<file path="src/hdl/mipmap_box_downsample_top_defines.svh">
// ---------------------------------------------------------------------------
// mipmap_box_downsample_top_defines.svh
// Assertion macros for the mip level box filter. The macros expand to
// nothing when SYNTH is defined.
// ---------------------------------------------------------------------------
`ifndef MIPMAP_BOX_DOWNSAMPLE_TOP_DEFINES_SVH
`define MIPMAP_BOX_DOWNSAMPLE_TOP_DEFINES_SVH

`ifndef SYNTH
// Same-cycle implication, checked outside reset.
`define MBD_ASSERT_NOW(lbl, clk, rst_n, ante, cons, msg) \
    lbl: assert property (@(posedge clk) disable iff (!rst_n) (ante) |-> (cons)) \
        else $error(msg);
// Next-cycle implication, checked outside reset.
`define MBD_ASSERT_NEXT(lbl, clk, rst_n, ante, cons, msg) \
    lbl: assert property (@(posedge clk) disable iff (!rst_n) (ante) |=> (cons)) \
        else $error(msg);
`else
`define MBD_ASSERT_NOW(lbl, clk, rst_n, ante, cons, msg)
`define MBD_ASSERT_NEXT(lbl, clk, rst_n, ante, cons, msg)
`endif

`endif

</file>
<file path="src/hdl/mbd_pkg.sv">
// ---------------------------------------------------------------------------
// mbd_pkg
// Shared types, register and format codes and the 2x2 channel average.
// ---------------------------------------------------------------------------
`timescale 1ns / 1ps
`default_nettype none

package mbd_pkg;

    localparam int CFG_W      = 13;
    localparam int CFG_IDX_W  = 2;
    localparam int FMT_W      = 2;
    localparam int PIX_W      = 64;
    localparam int MAX_HEIGHT = 4096;
    localparam int ROW_W      = 12;
    localparam int JOB_DEPTH  = 4;
    localparam int JOB_PTR_W  = 2;
    localparam int JOB_CNT_W  = 3;

    localparam logic [CFG_IDX_W-1:0] CFG_SRC_WIDTH    = 2'd0;
    localparam logic [CFG_IDX_W-1:0] CFG_SRC_HEIGHT   = 2'd1;
    localparam logic [CFG_IDX_W-1:0] CFG_PIXEL_FORMAT = 2'd2;

    localparam logic [FMT_W-1:0] FMT_RGBA8   = 2'd0;
    localparam logic [FMT_W-1:0] FMT_RGB8    = 2'd1;
    localparam logic [FMT_W-1:0] FMT_RGBA16  = 2'd2;
    localparam logic [FMT_W-1:0] FMT_RGB5551 = 2'd3;

    // Bit positions of the 5-bit channels in the 5551 layout.
    localparam int SH_R5 = 11;
    localparam int SH_G5 = 6;
    localparam int SH_B5 = 1;
    localparam logic [4:0] MASK5 = 5'h1F;

    // One pending average: upper left, upper right, lower left, lower right.
    typedef struct packed {
        logic [PIX_W-1:0] a;
        logic [PIX_W-1:0] b;
        logic [PIX_W-1:0] c;
        logic [PIX_W-1:0] d;
        logic             last;
    } job_t;

    typedef struct packed {
        logic valid;
        job_t job;
    } job_push_t;

    function automatic logic [6:0] sum5(input logic [PIX_W-1:0] a, input logic [PIX_W-1:0] b,
                                        input logic [PIX_W-1:0] c, input logic [PIX_W-1:0] d,
                                        input int sh);
        sum5 = 7'(a[sh +: 5] & MASK5) + 7'(b[sh +: 5] & MASK5)
             + 7'(c[sh +: 5] & MASK5) + 7'(d[sh +: 5] & MASK5);
    endfunction

    function automatic logic [PIX_W-1:0] box4(input logic [FMT_W-1:0] fmt,
                                              input logic [PIX_W-1:0] a,
                                              input logic [PIX_W-1:0] b,
                                              input logic [PIX_W-1:0] c,
                                              input logic [PIX_W-1:0] d);
        logic [PIX_W-1:0] res;
        logic [17:0]      s16;
        logic [9:0]       s8;
        logic [6:0]       s5;
        int               i;
        res = '0;
        if (fmt == FMT_RGB5551) begin
            // Truncating average; the alpha bit stays 0.
            s5 = sum5(a, b, c, d, SH_R5);
            res[SH_R5 +: 5] = s5[6:2];
            s5 = sum5(a, b, c, d, SH_G5);
            res[SH_G5 +: 5] = s5[6:2];
            s5 = sum5(a, b, c, d, SH_B5);
            res[SH_B5 +: 5] = s5[6:2];
        end else if (fmt == FMT_RGBA16) begin
            for (i = 0; i < 4; i++) begin
                s16 = 18'(a[i*16 +: 16]) + 18'(b[i*16 +: 16]) + 18'(c[i*16 +: 16])
                    + 18'(d[i*16 +: 16]) + 18'd2;
                res[i*16 +: 16] = s16[17:2];
            end
        end else begin
            for (i = 0; i < 4; i++) begin
                s8 = 10'(a[i*8 +: 8]) + 10'(b[i*8 +: 8]) + 10'(c[i*8 +: 8])
                   + 10'(d[i*8 +: 8]) + 10'd2;
                if (fmt != FMT_RGB8 || i < 3) begin
                    res[i*8 +: 8] = s8[9:2];
                end
            end
        end
        return res;
    endfunction

endpackage

`default_nettype wire

</file>
<file path="src/hdl/mbd_job_fifo.sv">
// ---------------------------------------------------------------------------
// mbd_job_fifo
// Short queue of pending 2x2 blocks between the front and the back.
// ---------------------------------------------------------------------------
`timescale 1ns / 1ps
`default_nettype none

module mbd_job_fifo
    import mbd_pkg::*;
(
    input  wire logic                 clk,
    input  wire logic                 rst_n,
    input  wire job_push_t            wr,
    input  wire logic                 pop,
    output job_t                      head,
    output logic [JOB_CNT_W-1:0]      count
);

    job_t                 entry_reg [JOB_DEPTH];
    logic [JOB_PTR_W-1:0] wr_ptr_reg, wr_ptr_next;
    logic [JOB_PTR_W-1:0] rd_ptr_reg, rd_ptr_next;
    logic [JOB_CNT_W-1:0] count_reg,  count_next;

    always_comb
    begin
        wr_ptr_next = wr.valid ? wr_ptr_reg + JOB_PTR_W'(1) : wr_ptr_reg;
        rd_ptr_next = pop ? rd_ptr_reg + JOB_PTR_W'(1) : rd_ptr_reg;
        count_next  = count_reg + JOB_CNT_W'(wr.valid) - JOB_CNT_W'(pop);
    end

    always_ff @(posedge clk or negedge rst_n)
    begin
        if (!rst_n)
        begin
            wr_ptr_reg <= '0;
            rd_ptr_reg <= '0;
            count_reg  <= '0;
        end
        else
        begin
            wr_ptr_reg <= wr_ptr_next;
            rd_ptr_reg <= rd_ptr_next;
            count_reg  <= count_next;
        end
    end

    always_ff @(posedge clk)
    begin
        if (wr.valid)
        begin
            entry_reg[wr_ptr_reg] <= wr.job;
        end
    end

    assign head  = entry_reg[rd_ptr_reg];
    assign count = count_reg;

endmodule

`default_nettype wire

</file>
<file path="config.mk">
export PLATFORM = sky130hd
export DESIGN_NAME = mbd_job_fifo
export DESIGN_NICKNAME = d
export VERILOG_FILES = /design/src/hdl/mipmap_box_downsample_top_defines.svh /design/src/hdl/mbd_pkg.sv /design/src/hdl/mbd_job_fifo.sv
export SDC_FILE = /design/constraint.sdc
export NUM_CORES = 1
export LEC_CHECK = 0
export ABC_CLOCK_PERIOD_IN_PS = 12360
export BUFFER_PORTS_ARGS = -buffer_cell sky130_fd_sc_hd__buf_2
export CAP_MARGIN = 20
export CORE_UTILIZATION = 60
export CTS_BUF_LIST = sky130_fd_sc_hd__clkbuf_16
export CTS_CLUSTER_DIAMETER = 120
export CTS_CLUSTER_SIZE = 12
export DETAILED_ROUTE_END_ITERATION = 16
export PLACE_DENSITY = 0.9
export RECOVER_POWER = 100
export SKIP_LAST_GASP = 1
export SLEW_MARGIN = 20
export SYNTH_ARGS = -nofsm -noshare
export SYNTH_HDL_FRONTEND = slang
export SYNTH_SLANG_ARGS = --single-unit
</file>
<file path="constraint.sdc">
create_clock -name clk -period 12.36 [get_ports clk]
set_input_delay 1.236 -clock clk [delete_from_list [all_inputs] [get_ports clk]]
set_output_delay 1.236 -clock clk [all_outputs]
set_load 0.01 [all_outputs]
</file>
# [Word level (Yosys, flattened, before mapping)]
# Memories as Yosys holds them, arrays and structs flattened.
# Cells that the tools add are included.
[totals] ff_bits=7 ramBits=1028 in_bits=261 memories=1
[mem_list] memory="entry_reg" words=4 width=257 read_ports=1 rd_clocked_by_memory_dff=0 write_ports=1 line_no="mbd_job_fifo.sv:19" rtl="job_t entry_reg [JOB_DEPTH];"
[classes] add_sub_neg=4 n_mux=2
[op_table] operator="adder 2 x 1 -> 2 bit, second input constant" n=2
[op_table] operator="adder 3 x 1 -> 3 bit" n=1
[op_table] operator="subtractor 3 x 1 -> 3 bit" n=1
[op_table] operator="2-to-1 mux 1 bit" n=2

# [Logic depth before layout (Yosys ltp)]
[depth] ltp_word=2 ltp_mapped=7 depth_no_buf=7

# [Worst setup path after synthesis]
# OpenSTA, ideal clock, no wires.
[synth_timing] path_type="input -> register" startpoint="input wr[257] (netlist bit)" endpoint="memory entry_reg[0][0] (netlist bit), enable pin" setup_time_ps=649 t_arrival_ps=7044 required_ps=11711 slack_ps=4667 path_stages=1 cell_sequence="and2_1"
[synth_via] elab_chain_cells=2
[synth_lines] item="from (decl)" line_no="mbd_job_fifo.sv:13" rtl="input wire job_push_t wr,"
[synth_lines] item="2-to-1 mux 1 bit" line_no="mbd_job_fifo.sv:49" rtl="if (wr.valid)"
[synth_lines] item="2-to-1 mux 1 bit (not written as such)" line_no="mbd_job_fifo.sv:51" rtl="entry_reg[wr_ptr_reg] <= wr.job;"
[synth_lines] item="to (decl)" line_no="mbd_job_fifo.sv:19"
# No other way between the ends.

# [Worst setup path after layout]
[layout_timing] startpoint="input wr[257] (netlist bit)" endpoint="memory entry_reg[2][134] (netlist bit), enable pin"
# Same word-level chain as after synthesis.

==> flow_summary.json <==
{
  "io_pins": 521,
  "seqPwrFrac": 0.471,
  "finalClockSkew_ns": 0.0235,
  "synth-edff-count": 1028,
  "tightest_slew_ns": 4.93,
  "ys.warnings.count": 0,
  "area_delta_synth_final_pct": 14.2,
  "netSwitchingPower_mw": 3.16,
  "synth-async-reset-ratio": 0.00676,
  "drt-vias-per-instance": 6.11,
  "clockRootBuffer": "clkbuf_16",
  "remaining_drc_errors": 0,
  "die_area_mm2": 0.0635,
  "die_width_um": 252,
  "row_count": 91,
  "min_period_ns": 8.05,
  "ys_seq_area_frac": 0.828,
  "rsz0062_at_grt": "false",
  "slew_headroom": -2.29,
  "synth.area.mux_share": 0.154,
  "endpoint_kind": "register",
  "design_area_mm2": 0.0428,
  "synth-xor-area-share": 0.00117,
  "cts_buffer_depth": 3,
  "cp_data_arrival_time_ns": 8.21,
  "grt_max_degree": 134,
  "grt_pass1_vias": 18816,
  "hp-class": "primary input to async pin",
  "port_buffers": 520,
  "switching_share": 0.305,
  "insertion_delay_ns": 0.65,
  "cellLeakagePower_nw": 13.3,
  "critical_path_class": "primary input to register",
  "fin_crit_sh": 0.651,
  "path_max_fanout": 58,
  "synth_cells": 1375,
  "yosys.area_share.simple": 0.000868,
  "num_vias": 17276,
  "pwr-share-comb": 0.280,
  "p_total_mw": 10.4,
  "nNetsFinal": 2223,
  "crit_top_cell": "clkbuf_1",
  "start_kind": "primary input",
  "routed_wl_mm": 83.3,
  "core-area_mm2": 0.0617,
  "worst_path_dominant_cell_family": "buffers and inverters",
  "dp_cells": 2694,
  "largest_register_ffs": 1028,
  "setup_viol": 0,
  "violations": "max-capacitance violations, max-slew violations",
  "synth_cell_types": 15,
  "synth_top_family_by_area": "multiplexers",
  "max_stage_delay_ns": 2.70,
  "status": "finished with violations",
  "syn_area_per_cell_um2": 27.3,
  "post_dp_cell_area_mm2": 0.0409,
  "finalSetupTns_ns": 0,
  "drive_gt1_frac": 0.193,
  "ctsResizeCount": 0,
  "drt_pass1_iterations": 5,
  "syn_nets": 1643,
  "antenna_found_initial": 22,
  "max_cap_viol_count": 12,
  "stdcell_count": 2826,
  "dr.first_iter.drc_count": 1702,
  "drv_slew": 653,
  "critical_path.slowest_cell": "clkbuf_1",
  "power_density_mw_per_mm2": 242,
  "synth-seq-cells": 1035,
  "path_clk_slew_ns": 0.06,
  "final_common_cell": "edfxtp_1",
  "wl_per_cell_um": 29.5,
  "cts_setup_buffers": 0,
  "gp_congestion": 0.802,
  "initial_core_util": 0.607,
  "hold_violations": 0,
  "drtAntennaViolNets": 0,
  "hpwlAfterDp_mm": 48.4,
  "synthAdderAreaFrac": 0.00254,
  "synthFlopType": "edfxtp_1",
  "cts-buffers-inserted": 96,
  "synth-compound-area-share": 0.000134,
  "hold_buffers": 0,
  "clkSinkCount": 1035,
  "syn-cell-area_mm2": 0.0375,
  "grt_use_total": 0.264,
  "intPower_mw": 7.22,
  "fmaxAchievable_ghz": 0.124,
  "ir_drop_mv": 0.222,
  "crit_buf_inv": 3,
  "grt-ovfl-total": 0,
  "rrSetupSlack_ns": 4.60,
  "cts_tree": "built",
  "dieHeight_um": 252,
  "cp.required_ns": 12.52,
  "worstPathCellList": "clkbuf_1 > and2_0 > clkbuf_1 > clkbuf_1",
  "mostFrequentLayoutCells": "edfxtp_1, clkbuf_1, mux4_2, clkbuf_16, inv_1",
  "clockPowerShare": 0.249,
  "htreeDepth": 3,
  "grt_pass1_wl_mm": 120,
  "postLayoutCoreUtil": 0.694
}
-- worst paths after layout --
check	startpoint	endpoint	depth (start not counted)
max	wr[257]	entry_reg[2][134]	4
min	rst_n	rd_ptr_reg[0]	1
max reg2reg	wr_ptr_reg[0]	entry_reg[2][134]	5
min reg2reg	wr_ptr_reg[0]	wr_ptr_reg[0]	1
max in group asynchronous	rst_n	rd_ptr_reg[1]	1
min in group clk	wr_ptr_reg[0]	wr_ptr_reg[0]	1
-- Yosys cell counts, types with 3 or more instances --
| cell | instances | area (um^2) |
|---|---|---|
| buf_2 | 26 | 130 |
| xnor2_1 | 3 | 26.3 |
| dfrtp_1 | 7 | 175 |
| and2_1 | 4 | 25.0 |
| mux4_2 | 257 | 5790 |
| clkbuf_1 | 4 | 15.0 |
| ha_1 | 6 | 75.1 |
| edfxtp_1 | 1028 | 30900 |
| buf_6 | 25 | 282 |
| buf_4 | 3 | 22.5 |
| inv_1 | 6 | 22.5 |
-- per-stage QoR --
| stage | hold WS (ns) | setup slack [ns] |
|---|---|---|
| 2_1_floorplan | 0.494 | 4.67 |
| 5_1_grt | 0.504 | 3.67 |
| 4_1_cts | 0.399 | 6.85 |
| 3_3_place_gp | 0.507 | 7.62 |
| 3_5_place_dp | 0.531 | 7.60 |
| 6_report | 0.531 | 4.31 |
-- power groups by stage --
stage / Combinational (mW) / Sequential, mW / Clock [mW]
floorplan: 2.01 / 4.93 / 0
global placement: 2.95 / 4.83 / 0
detailed placement: 2.99 / 4.89 / 0
CTS: 3.06 / 4.86 / 2.62
global route: 3.08 / 4.94 / 2.74
finish: 2.91 / 4.89 / 2.59
-- layout make-up --
| cell class | instances | area [um^2] |
|---|---|---|
| inverters | 6 | 22.5 |
| clock inverters | 18 | 170 |
| multi-input cells | 276 | 5960 |
| well taps | 837 | 1050 |
| fillers | 3706 | 18900 |
| clock buffers | 97 | 2430 |
| repair buffers | 540 | 2100 |
| diodes | 17 | 42.5 |
| flip-flops and latches | 1035 | 31000 |
-- routing by layer --
metal	vias up	share of wire	track usage
li1	7111	-	-
met1	8993	0.33	0.304
met2	940	0.53	0.460
met3	214	0.095	0.0844
met4	18	0.040	0.105
met5	-	0.0016	0
-- kinds of logic (layout without fill, tap and decap cells) --
group                      Yosys count  in the layout
muxes                              257            257
adders and majority gates            7              7
AOI/OAI and AO/OA                    1              1
and+or+nand+nor                      6              6
buffers and inverters               64            661
xor gates and xnor gates             5              5
other                                0             17
DFF                               1035           1035
Power figures use the tool's default switching activity.
