==> src/hdl/mipmap_box_downsample_top_defines.svh <==
// ---------------------------------------------------------------------------
// mipmap_box_downsample_top_defines.svh
// Assertion macros for the mip level box filter. The macros expand to
// nothing when SYNTH is defined.
// ---------------------------------------------------------------------------
`ifndef MIPMAP_BOX_DOWNSAMPLE_TOP_DEFINES_SVH
`define MIPMAP_BOX_DOWNSAMPLE_TOP_DEFINES_SVH

`ifndef SYNTH
// Same-cycle implication, checked outside reset.
`define MBD_ASSERT_NOW(lbl, clk, rst_n, ante, cons, msg) \
    lbl: assert property (@(posedge clk) disable iff (!rst_n) (ante) |-> (cons)) \
        else $error(msg);
// Next-cycle implication, checked outside reset.
`define MBD_ASSERT_NEXT(lbl, clk, rst_n, ante, cons, msg) \
    lbl: assert property (@(posedge clk) disable iff (!rst_n) (ante) |=> (cons)) \
        else $error(msg);
`else
`define MBD_ASSERT_NOW(lbl, clk, rst_n, ante, cons, msg)
`define MBD_ASSERT_NEXT(lbl, clk, rst_n, ante, cons, msg)
`endif

`endif

==> src/hdl/mbd_pkg.sv <==
// ---------------------------------------------------------------------------
// mbd_pkg
// Shared types, register and format codes and the 2x2 channel average.
// ---------------------------------------------------------------------------
`timescale 1ns / 1ps
`default_nettype none

package mbd_pkg;

    localparam int CFG_W      = 13;
    localparam int CFG_IDX_W  = 2;
    localparam int FMT_W      = 2;
    localparam int PIX_W      = 64;
    localparam int MAX_HEIGHT = 4096;
    localparam int ROW_W      = 12;
    localparam int JOB_DEPTH  = 4;
    localparam int JOB_PTR_W  = 2;
    localparam int JOB_CNT_W  = 3;

    localparam logic [CFG_IDX_W-1:0] CFG_SRC_WIDTH    = 2'd0;
    localparam logic [CFG_IDX_W-1:0] CFG_SRC_HEIGHT   = 2'd1;
    localparam logic [CFG_IDX_W-1:0] CFG_PIXEL_FORMAT = 2'd2;

    localparam logic [FMT_W-1:0] FMT_RGBA8   = 2'd0;
    localparam logic [FMT_W-1:0] FMT_RGB8    = 2'd1;
    localparam logic [FMT_W-1:0] FMT_RGBA16  = 2'd2;
    localparam logic [FMT_W-1:0] FMT_RGB5551 = 2'd3;

    // Bit positions of the 5-bit channels in the 5551 layout.
    localparam int SH_R5 = 11;
    localparam int SH_G5 = 6;
    localparam int SH_B5 = 1;
    localparam logic [4:0] MASK5 = 5'h1F;

    // One pending average: upper left, upper right, lower left, lower right.
    typedef struct packed {
        logic [PIX_W-1:0] a;
        logic [PIX_W-1:0] b;
        logic [PIX_W-1:0] c;
        logic [PIX_W-1:0] d;
        logic             last;
    } job_t;

    typedef struct packed {
        logic valid;
        job_t job;
    } job_push_t;

    function automatic logic [6:0] sum5(input logic [PIX_W-1:0] a, input logic [PIX_W-1:0] b,
                                        input logic [PIX_W-1:0] c, input logic [PIX_W-1:0] d,
                                        input int sh);
        sum5 = 7'(a[sh +: 5] & MASK5) + 7'(b[sh +: 5] & MASK5)
             + 7'(c[sh +: 5] & MASK5) + 7'(d[sh +: 5] & MASK5);
    endfunction

    function automatic logic [PIX_W-1:0] box4(input logic [FMT_W-1:0] fmt,
                                              input logic [PIX_W-1:0] a,
                                              input logic [PIX_W-1:0] b,
                                              input logic [PIX_W-1:0] c,
                                              input logic [PIX_W-1:0] d);
        logic [PIX_W-1:0] res;
        logic [17:0]      s16;
        logic [9:0]       s8;
        logic [6:0]       s5;
        int               i;
        res = '0;
        if (fmt == FMT_RGB5551) begin
            // Truncating average; the alpha bit stays 0.
            s5 = sum5(a, b, c, d, SH_R5);
            res[SH_R5 +: 5] = s5[6:2];
            s5 = sum5(a, b, c, d, SH_G5);
            res[SH_G5 +: 5] = s5[6:2];
            s5 = sum5(a, b, c, d, SH_B5);
            res[SH_B5 +: 5] = s5[6:2];
        end else if (fmt == FMT_RGBA16) begin
            for (i = 0; i < 4; i++) begin
                s16 = 18'(a[i*16 +: 16]) + 18'(b[i*16 +: 16]) + 18'(c[i*16 +: 16])
                    + 18'(d[i*16 +: 16]) + 18'd2;
                res[i*16 +: 16] = s16[17:2];
            end
        end else begin
            for (i = 0; i < 4; i++) begin
                s8 = 10'(a[i*8 +: 8]) + 10'(b[i*8 +: 8]) + 10'(c[i*8 +: 8])
                   + 10'(d[i*8 +: 8]) + 10'd2;
                if (fmt != FMT_RGB8 || i < 3) begin
                    res[i*8 +: 8] = s8[9:2];
                end
            end
        end
        return res;
    endfunction

endpackage

`default_nettype wire

==> src/hdl/mbd_back.sv <==
// ---------------------------------------------------------------------------
// mbd_back
// Averages the oldest queued block per channel and holds the result word
// in the output register until it is popped.
// ---------------------------------------------------------------------------
`timescale 1ns / 1ps
`default_nettype none

module mbd_back
    import mbd_pkg::*;
(
    input  wire logic                 clk,
    input  wire logic                 rst_n,
    input  wire logic [FMT_W-1:0]     fmt,
    input  wire job_t                 head,
    input  wire logic [JOB_CNT_W-1:0] job_count,
    output logic                      job_pop,
    input  wire logic                 pop,
    output logic                      empty,
    output logic [PIX_W-1:0]          out_pixel,
    output logic                      mip_done
);

    logic             out_valid_reg, out_valid_next;
    logic [PIX_W-1:0] out_pixel_reg;
    logic             mip_done_reg;

    // When the queue holds a block, a new word loads whenever the register is free or being emptied.
    assign job_pop = (job_count != '0) && (!out_valid_reg || pop);

    always_comb
    begin
        out_valid_next = job_pop || (out_valid_reg && !pop);
    end

    always_ff @(posedge clk or negedge rst_n)
    begin
        if (!rst_n)
        begin
            out_valid_reg <= 1'b0;
        end
        else
        begin
            out_valid_reg <= out_valid_next;
        end
    end

    always_ff @(posedge clk)
    begin
        if (job_pop)
        begin
            out_pixel_reg <= box4(fmt, head.a, head.b, head.c, head.d);
            mip_done_reg  <= head.last;
        end
    end

    assign empty     = !out_valid_reg;
    assign out_pixel = out_pixel_reg;
    assign mip_done  = mip_done_reg;

endmodule

`default_nettype wire
==> config.mk <==
export PLATFORM = sky130hd
export DESIGN_NAME = mbd_back
export DESIGN_NICKNAME = d
export VERILOG_FILES = /design/src/hdl/mipmap_box_downsample_top_defines.svh /design/src/hdl/mbd_pkg.sv /design/src/hdl/mbd_back.sv
export SDC_FILE = /design/constraint.sdc
export NUM_CORES = 1
export LEC_CHECK = 0
export BUFFER_PORTS_ARGS = -buffer_cell sky130_fd_sc_hd__clkbuf_2
export CAP_MARGIN = 30
export CELL_PAD_IN_SITES_DETAIL_PLACEMENT = 0
export CELL_PAD_IN_SITES_GLOBAL_PLACEMENT = 1
export CORE_ASPECT_RATIO = 0.6
export CORE_MARGIN = 2
export CORE_UTILIZATION = 42
export CTS_BUF_LIST = sky130_fd_sc_hd__clkbuf_2
export CTS_CLUSTER_SIZE = 14
export DETAILED_ROUTE_END_ITERATION = 16
export PLACE_DENSITY = 0.95
export SLEW_MARGIN = 20
export SYNTH_ARGS = -nofsm -noshare
export SYNTH_HDL_FRONTEND = slang
export SYNTH_SLANG_ARGS = --single-unit
==> constraint.sdc <==
create_clock -name clk -period 7.5 [get_ports clk]
set_clock_uncertainty 0.15 [all_clocks]
set_input_delay 0.75 -clock clk [delete_from_list [all_inputs] [get_ports clk]]
set_output_delay 0.75 -clock clk [all_outputs]
set_load 0.1 [all_outputs]
Word-level counts from Yosys, hierarchy flattened --
Index checks and enable logic that the tools add are counted.
Storage, ports and cells: flip-flop bits (word level) 66, input port bits 265, word-level logic and storage cells 61
Operators by class: $add $sub $neg 41, eq/ne operators 3, muxes and demuxes 3, bitwise gates (word level) 1, reductions and logical operators 8
Operator list (number):
- 17-bit by 16-bit adder with 18-bit output | 4
- 18-bit by 16-bit adder with 18-bit output | 4
- 18-bit by 2-bit adder with 18-bit output (second input constant) | 4
- 16-bit by 16-bit adder with 17-bit output | 4
- 10-bit by 2-bit adder with 10-bit output (second input constant) | 4
- 10-bit by 8-bit adder with 10-bit output | 4
- 9-bit by 8-bit adder with 10-bit output | 4
- 8-bit by 8-bit adder with 9-bit output | 4
- 32-bit 2-to-1 mux | 1
- 6-bit by 5-bit adder with 7-bit output | 3
- 7-bit by 5-bit adder with 7-bit output | 3
- 5-bit by 5-bit adder with 6-bit output | 3
- 15-bit 2-to-1 mux | 1
- 8-bit 2-to-1 mux | 1
- 2-bit equality test (second input constant) | 2
- 3-bit nonzero test | 1
- 1-bit logical AND | 2
- 1-bit zero test | 2
- 1-bit logical OR | 2
- 2-bit by 1-bit != test with 1-bit output (second input constant) | 1
- 2-bit OR reduction | 1
- 1-bit inverter | 1

Logic depth before layout (Yosys ltp) --
word-level depth 7, mapped depth 13

Worst setup path after synthesis --
OpenSTA, ideal clock, no wires.
path type input -> output, start in job_count[1], end out job_pop, data arrival time 5364 ps, path slack 1236 ps, stages 2, buffers on the path 0, path through nor3_1 > a21oi_1
Between the ends: cells in the longest elaborated chain, start to end 2
RTL lines:
- from (decl) | RTL line mbd_back.sv:16 | input wire logic [JOB_CNT_W-1:0] job_count,
- 3-bit nonzero test | RTL line mbd_back.sv:29 | assign job_pop = (job_count != '0) && (!out_valid_reg || pop);
- 1-bit logical AND | RTL line mbd_back.sv:29
- to (decl) | RTL line mbd_back.sv:17 | output logic job_pop,
No other way between the ends.

Worst setup path in the final report --
start in head[14] (netlist bit), end reg out_pixel_reg[13], in the netlist out_pixel[13], data pin
Between the ends: cells in the longest elaborated chain, start to end 4, elaborated cells on any way between the ends 7, classes of those cells add/sub: 5; mux: 2
RTL lines:
- from (decl) | RTL line mbd_back.sv:15 | input wire job_t head,
- 18-bit by 16-bit adder with 18-bit output / 10-bit by 8-bit adder with 10-bit output (equally long branches) | RTL line mbd_pkg.sv:78, mbd_pkg.sv:84
- 18-bit by 2-bit adder with 18-bit output / 10-bit by 2-bit adder with 10-bit output (equally long branches) | RTL line mbd_pkg.sv:78, mbd_pkg.sv:84
- 32-bit 2-to-1 mux | RTL line mbd_pkg.sv:75 | end else if (fmt == FMT_RGBA16) begin
- 15-bit 2-to-1 mux * | RTL line mbd_pkg.sv:67 | if (fmt == FMT_RGB5551) begin
- to (signal assigned) | RTL line mbd_back.sv:52 | out_pixel_reg <= box4(fmt, head.a, head.b, head.c, head.d);
- to (decl) | RTL line mbd_back.sv:25 | logic [PIX_W-1:0] out_pixel_reg;
Every way passes the cells marked *; elsewhere a longest branch is shown, timed or not. A chain may end at the register's enable or synchronous reset.

==> results.yml <==
critical_path:
  worst-path-max-fanout: 7
  worstPathCellList: "clkbuf_2 > inv_1 > fa_1 > fa_1 > inv_1 > ha_1 > nand3_1 > o21bai_1 > a221o_1 > a2111oi_2 > o31a_1 > nor2_1 > xnor2_1"
  slowest_stage: "fa_1"
  r2r_cells: 3
  worstSetupPathDepth: 13
  cp_top_family: "adder cells"
  criticalPathCategory: "input port to register"
  cp-end-kind: "register"
  cp-start-kind: "input port"
  crit_path_max_incr_delay_ns: 0.64
  reg2reg_slack_ns: 5.31
  required_ns: 7.72
  cp_num_buf_inv: 3
  worstPathArrival_ns: 4.20
layout:
  largest_register_ffs: 64
  diodes: 0
  fin_util_pct: 52.31
  fin_cells: 1622
  nNetsFinal: 1812
  synthToLayoutAreaGrowth_pct: 22.88
  drive_gt1_share_pct: 27.47
place:
  hpwlAfterDp_mm: 20.46
  place_congestion: 0.8902
  dp_cells: 1605
  port_buffers: 331
grt:
  grt_max_degree: 36
  grt_remaining_overflow: 0
  antenna_found_initial: 0
  grt_pass1_wl_mm: 38.05
  grt.total_usage_pct: 20.64
  grt_pass1_vias: 7759
power_and_ir_drop:
  p_total_uw: 3055
  seqPwrFrac_pct: 18.4
  comb_power_share_pct: 72.5
  max-vdd-ir-drop_uv: 121.5
  p_leak_uw: 0.006259
  pwr-share-clk_pct: 9.2
  p_switching_uw: 1680
  p_per_area_nw_per_um2: 265.9
  switching_share_pct: 54.98
  p_int_uw: 1376
synth:
  synthCells: 1001
  netlist_area_sq_um: 9350
  synth.most_common_cell: "inv_1"
  synth.net_count: 1482
  ys.flop_type: "edfxtp_1"
  synth.top_cell.area_share_pct: 28.90
  synth_common_cells: "296 x inv_1, 135 x fa_1, 81 x ha_1, 71 x nor2_1, 65 x edfxtp_1"
  synthArstFlopShare_pct: 1.515
  yosys.area.top_type: "fa_1"
  synth.area.top_cells: "fa_1 29%, edfxtp_1 21%, inv_1 12%, ha_1 11%, a21oi_1 3.3%"
  ys_seq_area_share_pct: 21.14
  synth_edf_count: 65
  yosys_warnings: 0
  ys_types: 68
  ys_ff_latch: 66
  avgSynthCellArea_sq_um: 9.341
drt:
  vias: 7708
  post-route-drc-count: 0
  via_per_inst: 4.752
  avgRoutedWirePerCell_um: 14.43
  ant_nets: 0
  drt_iter0_markers: 430
  firstDrtPassIters: 5
  routed_wirelength_mm: 23.40
timing:
  clock.fmax_mhz: 250.8
  worst_pin_slew_ns: 0.6143
  drv_slew: 0
  setup_viol: 0
  slew-limit-headroom_pct: 59.22
  rsz0062_at_grt: "no"
  report.final.hold_viol_count: 0
  min_period_ns: 3.987
  tns_ns: 0
  fin_crit_sh_pct: 53.16
clocking:
  root_buffer: "clkbuf_2"
  post_cts_resized: 0
  insertion_delay_ns: 0.56
  ctsHtreeMaxLevel: 3
  numCtsBuffers: 9
  cts_tree: "yes"
  clock_sinks: 66
  clk_pin_slew_ns: 0.25
  cts.path.max_buffers: 2
floorplanning:
  core_sq_um: 21970
  die_x_um: 196.6
  start_util_pct: 42.57
  placementRows: 42
  dieHeight_um: 119.6
  fp.dieArea_sq_um: 23510
  boundaryPins: 332
worst_hold_path:
  hold_path.class: "input port to register"
  hold_depth: 2
flow_run:
  max_cap_violations: 0
outcome:
  status: "finished clean"
==> cells by family (layout without fill, tap and decap cells) <==
logic type               count (synthesis)  in the layout  share of synthesized area, %
AO/OA/AOI/OAI                          169            169                         11.94
adder cells (fa/ha/maj)                216            216                         39.74
AND/OR/NAND/NOR                        182            182                         9.340
flip-flops                              66             66                         21.14
XOR/XNOR                                50             50                         4.684
multiplexers                             4              4                        0.4416
buffers and inverters                  314            649                         12.71
==> worst paths after layout <==
kind	end	startpoint
worst max-delay path	out_pixel[13]	head[14]
worst min-delay path	out_valid_reg	pop
worst max register to register	out_pixel[1]	out_valid_reg
worst min register to register	out_valid_reg	out_valid_reg
max in group asynchronous	out_valid_reg	rst_n
min in group asynchronous	out_valid_reg	rst_n
==> per-stage QoR <==
step / setup WS [ns] / instance area (sq um) / hold slack (ns)
2_1_floorplan: 1.236 / 9350 / 0.3044
3_3_place_gp: 3.012 / 11320 / 0.3934
3_5_place_dp: 2.976 / 11330 / 0.3983
4_1_cts: 3.685 / 11490 / 0.1119
5_1_grt: 3.513 / 11490 / 0.1035
6_report: 3.513 / 11490 / 0.1907
==> power groups by stage <==
| stage | registers (uW) | clock network [uW] | logic, uW |
|---|---|---|---|
| after floorplan | 1160 | 0 | 1160 |
| after global placement | 570 | 0 | 2170 |
| after detailed placement | 570 | 0 | 2210 |
| after CTS | 562 | 292 | 2220 |
| after global routing | 569 | 307 | 2440 |
| final | 561 | 280 | 2210 |
==> repair_timing <==
item	4_1_cts	5_1_grt
endpoints found under the hold margin	1	0
buffers inserted	0	0
hold buffers	1	0
==> cells in the final DEF, fill, tap and decap left out, types with 11 or more instances in the layout <==
cell	Yosys	layout
xor2_1	18	18
nand2_1	34	34
nor3_1	16	16
ha_1	81	81
clkbuf_2	0	340
a21oi_1	62	61
o21ai_0	17	17
nor2_1	71	71
edfxtp_1	65	65
fa_1	135	135
nand3_1	15	15
inv_1	296	296
a21o_1	18	18
xnor2_1	32	32
a31oi_1	11	11
==> final cells by class <==
| type | count | area (sq um) |
|---|---|---|
| tap | 286 | 357.8 |
| clock buffer | 9 | 45.04 |
| fill | 2063 | 10480 |
| sequential | 66 | 1977 |
| timing repair buffer | 336 | 1697 |
| multi-input combinational | 621 | 6196 |
| clock inverter | 7 | 102.6 |
| inverter | 297 | 1115 |
==> routing by layer <==
metal	share of wire [%]	wire, um	vias up	track usage, %
met5	0	0	-	0
met4	0.92	215	0	2.961
met3	7.7	1798	15	4.862
met2	44	10200	254	32.20
met1	48	11180	3615	29.98
li1	-	-	3824	-
Power figures use the tool's default switching activity.
